===== src/sra_pkg.sv =====
// shared types and constants for the staging region allocator
package sra_pkg;

   localparam logic [1:0] OP_ALLOC  = 2'd0;
   localparam logic [1:0] OP_COMMIT = 2'd1;
   localparam logic [1:0] OP_RETIRE = 2'd2;

   localparam logic CSR_BUFFER_SIZE = 1'b0;
   localparam logic CSR_ALIGN_LOG2  = 1'b1;

   localparam logic [31:0] BUFFER_SIZE_RESET = 32'd2097152;
   localparam logic [3:0]  ALIGN_LOG2_RESET  = 4'd4;

   // datapath operations issued by the controller
   localparam logic [3:0] DP_NOP      = 4'd0;
   localparam logic [3:0] DP_INIT     = 4'd1;
   localparam logic [3:0] DP_LOAD     = 4'd2;
   localparam logic [3:0] DP_MERGE    = 4'd3;
   localparam logic [3:0] DP_MFIN     = 4'd4;
   localparam logic [3:0] DP_SEARCH   = 4'd5;
   localparam logic [3:0] DP_ERASE    = 4'd6;
   localparam logic [3:0] DP_INSPOS   = 4'd7;
   localparam logic [3:0] DP_SHIFT    = 4'd8;
   localparam logic [3:0] DP_RETIRE   = 4'd9;
   localparam logic [3:0] DP_CLEAR    = 4'd10;
   localparam logic [3:0] DP_PICK     = 4'd11;
   localparam logic [3:0] DP_FULL     = 4'd12;

   typedef struct packed {
      logic [3:0] op;
   } sra_cmd_type;

   typedef struct packed {
      logic scan_done;
      logic pos_done;
      logic shift_done;
      logic found_fit;
      logic have_best;
      logic need_insert;
      logic table_full;
   } sra_status_type;

endpackage


===== src/sra_ctrl.sv =====
// sequencer stepping the datapath through each operation
module sra_ctrl import sra_pkg::*; (
   input  logic           clock,
   input  logic           reset,
   input  logic           in_valid,
   input  logic [1:0]     in_op,
   input  logic           cfg_init,
   input  sra_status_type stat,
   output logic           in_ready,
   output logic           out_valid,
   input  logic           out_ready,
   output sra_cmd_type    cmd
);
   localparam logic [3:0] S_IDLE = 4'd0, S_MERGE = 4'd1, S_MFIN = 4'd2, S_SEARCH = 4'd3,
      S_ERASE = 4'd4, S_INSPOS = 4'd5, S_SHIFT = 4'd6, S_RETIRE = 4'd7, S_CLEAR = 4'd8,
      S_FULL = 4'd9, S_OUT = 4'd10, S_DEC = 4'd11, S_PICK = 4'd12;

   logic [3:0] state_ff, state_in;
   logic out_ff, out_in;

   // a pending table init takes the idle cycle, so no word is taken then
   assign in_ready  = (state_ff == S_IDLE) && !out_ff && !cfg_init;
   assign out_valid = out_ff;

   // next state and datapath command
   always_comb begin
      state_in = state_ff;
      out_in = out_ff && !out_ready;
      cmd.op = DP_NOP;
      unique case (state_ff)
         S_IDLE: begin
            if (cfg_init) cmd.op = DP_INIT;
            else if (in_valid && in_ready) begin
               cmd.op = DP_LOAD;
               state_in = S_DEC;
            end
         end
         S_DEC: begin
            priority if (in_op == OP_ALLOC) state_in = S_MERGE;
            else if (in_op == OP_COMMIT) state_in = stat.table_full ? S_FULL : S_INSPOS;
            else if (in_op == OP_RETIRE) state_in = S_RETIRE;
            else state_in = S_OUT;
         end
         S_MERGE: begin
            if (stat.scan_done) state_in = S_MFIN;
            else cmd.op = DP_MERGE;
         end
         S_MFIN: begin cmd.op = DP_MFIN; state_in = S_SEARCH; end
         S_SEARCH: begin
            if (stat.found_fit) state_in = S_ERASE;
            else if (stat.scan_done) state_in = stat.have_best ? S_PICK : S_CLEAR;
            else cmd.op = DP_SEARCH;
         end
         S_PICK: begin cmd.op = DP_PICK; state_in = S_ERASE; end
         S_ERASE: begin
            if (stat.scan_done) state_in = stat.need_insert ? S_INSPOS : S_OUT;
            else cmd.op = DP_ERASE;
         end
         S_CLEAR: begin cmd.op = DP_CLEAR; state_in = S_ERASE; end
         S_INSPOS: begin
            cmd.op = DP_INSPOS;
            if (stat.pos_done) state_in = S_SHIFT;
         end
         S_SHIFT: begin
            cmd.op = DP_SHIFT;
            if (stat.shift_done) state_in = S_OUT;
         end
         S_RETIRE: begin
            if (stat.scan_done) state_in = S_OUT;
            else cmd.op = DP_RETIRE;
         end
         S_FULL: begin cmd.op = DP_FULL; state_in = S_OUT; end
         S_OUT: begin out_in = 1'b1; state_in = S_IDLE; end
         default: state_in = S_IDLE;
      endcase
   end

   always_ff @(posedge clock) begin
      if (reset) begin
         state_ff <= S_IDLE;
         out_ff <= 1'b0;
      end else begin
         state_ff <= state_in;
         out_ff <= out_in;
      end
   end
endmodule


===== config.mk =====
export PLATFORM = sky130hd
export DESIGN_NAME = sra_ctrl
export DESIGN_NICKNAME = d
export VERILOG_FILES = /design/src/sra_pkg.sv /design/src/sra_ctrl.sv
export SDC_FILE = /design/constraint.sdc
export NUM_CORES = 1
export LEC_CHECK = 0
export ABC_AREA = 1
export BUFFER_PORTS_ARGS = -buffer_cell sky130_fd_sc_hd__buf_2
export CORE_AREA = 4 4 41 43
export DETAILED_ROUTE_END_ITERATION = 8
export DIE_AREA = 0 0 45 47
export PLACE_DENSITY_LB_ADDON = 0.15
export SYNTH_ARGS = -nofsm -noshare
export SYNTH_HDL_FRONTEND = slang
export SYNTH_SLANG_ARGS = --single-unit

===== constraint.sdc =====
create_clock -name clock -period 2.2 [get_ports clock]
set_input_delay 0.44 -clock clock [delete_from_list [all_inputs] [get_ports clock]]
set_output_delay 0.44 -clock clock [all_outputs]
set_load 0.02 [all_outputs]

==> reports/qor.json <==
{
  "critical_path_arrival": {"value": 1540, "unit": "ps"},
  "cts_tree": {"value": "built"},
  "finalSetupTns": {"value": 0, "unit": "ps"},
  "synth.mux.area_fraction": {"value": 0, "unit": "%"},
  "cts_resized": {"value": 0},
  "synth_top_family_by_area": {"value": "simple AND/OR/NAND/NOR gates"},
  "yosysMostFrequentCell": {"value": "sky130_fd_sc_hd__nand2_1"},
  "cts_max_level": {"value": 1},
  "finalHoldViolCount": {"value": 0},
  "yosys_warnings": {"value": 0},
  "clock_sinks": {"value": 5},
  "clock_path_buffers": {"value": 2},
  "chipWidth": {"value": 45, "unit": "µm"},
  "antenna_found_initial": {"value": 0},
  "rows": {"value": 13},
  "p_comb_share": {"value": 72.1, "unit": "%"},
  "synth-compound-area-share": {"value": 14.8, "unit": "%"},
  "netlist_instances": {"value": 95},
  "seq_area": {"value": 100, "unit": "µm²"},
  "finalCriticalPeriod": {"value": 1980, "unit": "ps"},
  "core_area": {"value": 0.00130, "unit": "mm²"},
  "grt_start_max_net_pins": {"value": 10},
  "max_slew_margin": {"value": 76.6, "unit": "%"},
  "finalSetupViolations": {"value": 0},
  "drive_gt1_share": {"value": 27.1, "unit": "%"},
  "setup.worst_path.class": {"value": "flip-flop to output pin"},
  "syn-num-nets": {"value": 109},
  "maxClockFrequency": {"value": 505, "unit": "MHz"},
  "synth.area.top_cells": {"value": "sky130_fd_sc_hd__nand2_1 (18%), sky130_fd_sc_hd__dfxtp_1 (18%), sky130_fd_sc_hd__nor2_1 (13%)"},
  "grt_overflow_total": {"value": 0},
  "p_sw": {"value": 0.000489, "unit": "W"},
  "syn_area_per_cell": {"value": 5.77, "unit": "µm²"},
  "postSynthRegisterBits": {"value": 5},
  "synthTopCellsByCount": {"value": "sky130_fd_sc_hd__nand2_1 (27), sky130_fd_sc_hd__nor2_1 (19), sky130_fd_sc_hd__inv_1 (12), sky130_fd_sc_hd__nand3_1 (10), sky130_fd_sc_hd__dfxtp_1 (5)"},
  "io_pins": {"value": 20},
  "numCtsBuffers": {"value": 3},
  "vdd_ir_drop_max": {"value": 0.000742, "unit": "V"},
  "p_clk_share": {"value": 10.7, "unit": "%"},
  "global_route_wire_length_before_repair": {"value": 2.29, "unit": "mm"},
  "synth.distinct_cells": {"value": 18},
  "die_h": {"value": 47, "unit": "µm"},
  "detailed_place_hpwl": {"value": 1.19, "unit": "mm"},
  "final.fill_count": {"value": 156},
  "drt_iter0_markers": {"value": 11},
  "synth_top_cell_area_share": {"value": 18.5, "unit": "%"},
  "cts_root_buffer": {"value": "sky130_fd_sc_hd__clkbuf_4"},
  "holdBufCountCts": {"value": 0},
  "leakagePower": {"value": 0.379, "unit": "nW"},
  "route.detailed.drc": {"value": 0},
  "buffer_ports.inserted": {"value": 19},
  "fp.dieArea": {"value": 0.00212, "unit": "mm²"},
  "leading_register_cell_type_out_of_synthesis": {"value": "sky130_fd_sc_hd__dfxtp_1"},
  "wl_per_cell": {"value": 10.6, "unit": "µm"},
  "dr_pass1_iterations": {"value": 5},
  "combined_area_of_the_multi_input_logic_cells": {"value": 403, "unit": "µm²"},
  "cp.required": {"value": 1760, "unit": "ps"},
  "final_max_slew_viol_count": {"value": 0},
  "grt_setup_unrepaired": {"value": "no"},
  "finalClockSkew": {"value": 0.793, "unit": "ps"},
  "post-place-cells": {"value": 129},
  "synth_area_in_adders": {"value": 0, "unit": "%"},
  "critPathCaptureType": {"value": "output pin"},
  "path_clk_slew": {"value": 40, "unit": "ps"},
  "critical_path.max_fanout": {"value": 5},
  "synth_simple_gate_area_share": {"value": 58.7, "unit": "%"},
  "non_filler_instance_count_after_layout": {"value": 133},
  "dp_slack": {"value": 442, "unit": "ps"},
  "area.growth.synth_to_final": {"value": 25.6, "unit": "%"},
  "groute.usage.overall": {"value": 14.6, "unit": "%"},
  "first_global_vias": {"value": 563},
  "post_cts_buffers": {"value": 0},
  "hp-class": {"value": "primary input to flip-flop"},
  "clk-insertion-delay-late": {"value": 230, "unit": "ps"},
  "post-synth-top-area-cell": {"value": "sky130_fd_sc_hd__nand2_1"},
  "post_drt_via_cell_ratio": {"value": 4.90},
  "finalCritPeriodShare": {"value": 90.1, "unit": "%"},
  "starting_density": {"value": 42.1, "unit": "%"},
  "synth_async_sr_flop_share": {"value": 0, "unit": "%"},
  "synth_seq_area_share": {"value": 18.3, "unit": "%"},
  "post_synth_xor_area_fraction": {"value": 0, "unit": "%"},
  "start_kind": {"value": "flip-flop"},
  "final_nets": {"value": 133},
  "power_frac_seq": {"value": 17.2, "unit": "%"},
  "timing.max_cap.violations": {"value": 0},
  "num_antenna_cells": {"value": 0},
  "num_vias": {"value": 652},
  "routabilityCongestion": {"value": 0.843},
  "run_status": {"value": "finished, final reports clean"},
  "antenna_left": {"value": 0},
  "routed_wl": {"value": 1.41, "unit": "mm"},
  "power_report.internal_total": {"value": 0.000435, "unit": "W"},
  "powerDensity": {"value": 1340, "unit": "mW/mm²"},
  "synth_edf_count": {"value": 0},
  "worstMarginPinSlew": {"value": 350, "unit": "ps"},
  "power_switching_share": {"value": 52.9, "unit": "%"},
  "post-route-worst-setup-slack": {"value": 218, "unit": "ps"},
  "synth.cell_area": {"value": 548, "unit": "µm²"}
}
[stage by stage]
step / hold slack [ps] / instance area, µm² / power, W / utilization (%)
after floorplan: 509 / 548 / 0.000664 / -
after global placement: 463 / 662 / 0.000824 / 50.9
after detailed placement: 470 / 662 / 0.000827 / 50.9
after CTS: 402 / 688 / 0.000931 / 52.9
after global routing: 402 / 688 / 0.00102 / 52.9
final: 409 / 688 / 0.000923 / 52.9
[per-layer routing]
| metal | routed length [µm] | GRT usage, % |
|---|---|---|
| met1 | 645 | 19.2 |
| met2 | 703 | 24.0 |
| met3 | 56 | 2.30 |
| met4 | 0 | 5.26 |
| met5 | 0 | 0 |
[cells by family (layout without fill, tap and decap cells)]
kind of cell | Yosys count | count (layout)
AOI/OAI and AO/OA | 10 | 10
and+or+nand+nor | 68 | 68
buffers and inverters | 12 | 35
DFF | 5 | 5
[cell usage in the layout (no fill, tap or decap), drive strengths merged]
cell type  instances
inv               12
o21bai             1
nand4              2
o211ai             3
nand2             27
buf               19
or2                3
nor2              23
o2111ai            2
nand3             11
o21ai              1
clkbuf             4
dfxtp              5
a22oi              1
nor3b              1
a21oi              2
nand3b             1
[worst paths after layout]
| path | startpoint | endpoint | slack (ps) | depth (start not counted) |
|---|---|---|---|---|
| setup / recovery | state_ff[0]$_SDFFE_PP0P_ | cmd[0] | 220 | 7 |
| hold / removal | reset | state_ff[3]$_SDFFE_PP0P_ | 410 | 2 |
| setup reg to reg | state_ff[0]$_SDFFE_PP0P_ | state_ff[2]$_SDFFE_PP0P_ | 790 | 9 |
| hold reg to reg | out_valid$_SDFF_PP0_ | out_valid$_SDFF_PP0_ | 470 | 2 |
[layout make-up]
type / count / share of cell area, %
Multi-Input combinational cell: 78 / 58.5
Sequential cell: 5 / 14.5
Timing Repair Buffer: 19 / 13.8
Inverter: 12 / 6.55
Clock buffer: 4 / 3.82
Tap cell: 15 / 2.73
[power groups by stage]
stage          combinational [W]  sequential, W  clock [W]
5_1_grt                 0.000743       0.000166   0.000110
2_1_floorplan           0.000507       0.000157          0
4_1_cts                 0.000668       0.000158   0.000104
6_report                0.000666       0.000159  0.0000988
3_5_place_dp            0.000667       0.000160          0
3_3_place_gp            0.000665       0.000159          0
[registers in the layout, summed over array words and instances, names as in the netlist]
| name | count |
|---|---|
| out_valid | 1 |
| state_ff | 4 |
[worst max-delay path, stage by stage, from the launching register on]
cell                        delay (ps)
sky130_fd_sc_hd__dfxtp_1           350
sky130_fd_sc_hd__inv_1              80
sky130_fd_sc_hd__nor2_1            280
sky130_fd_sc_hd__nand3_1           160
sky130_fd_sc_hd__nand2_1           120
sky130_fd_sc_hd__nor2_2             60
sky130_fd_sc_hd__o2111ai_1          70
sky130_fd_sc_hd__buf_2             190
Power figures use the tool's default switching activity.
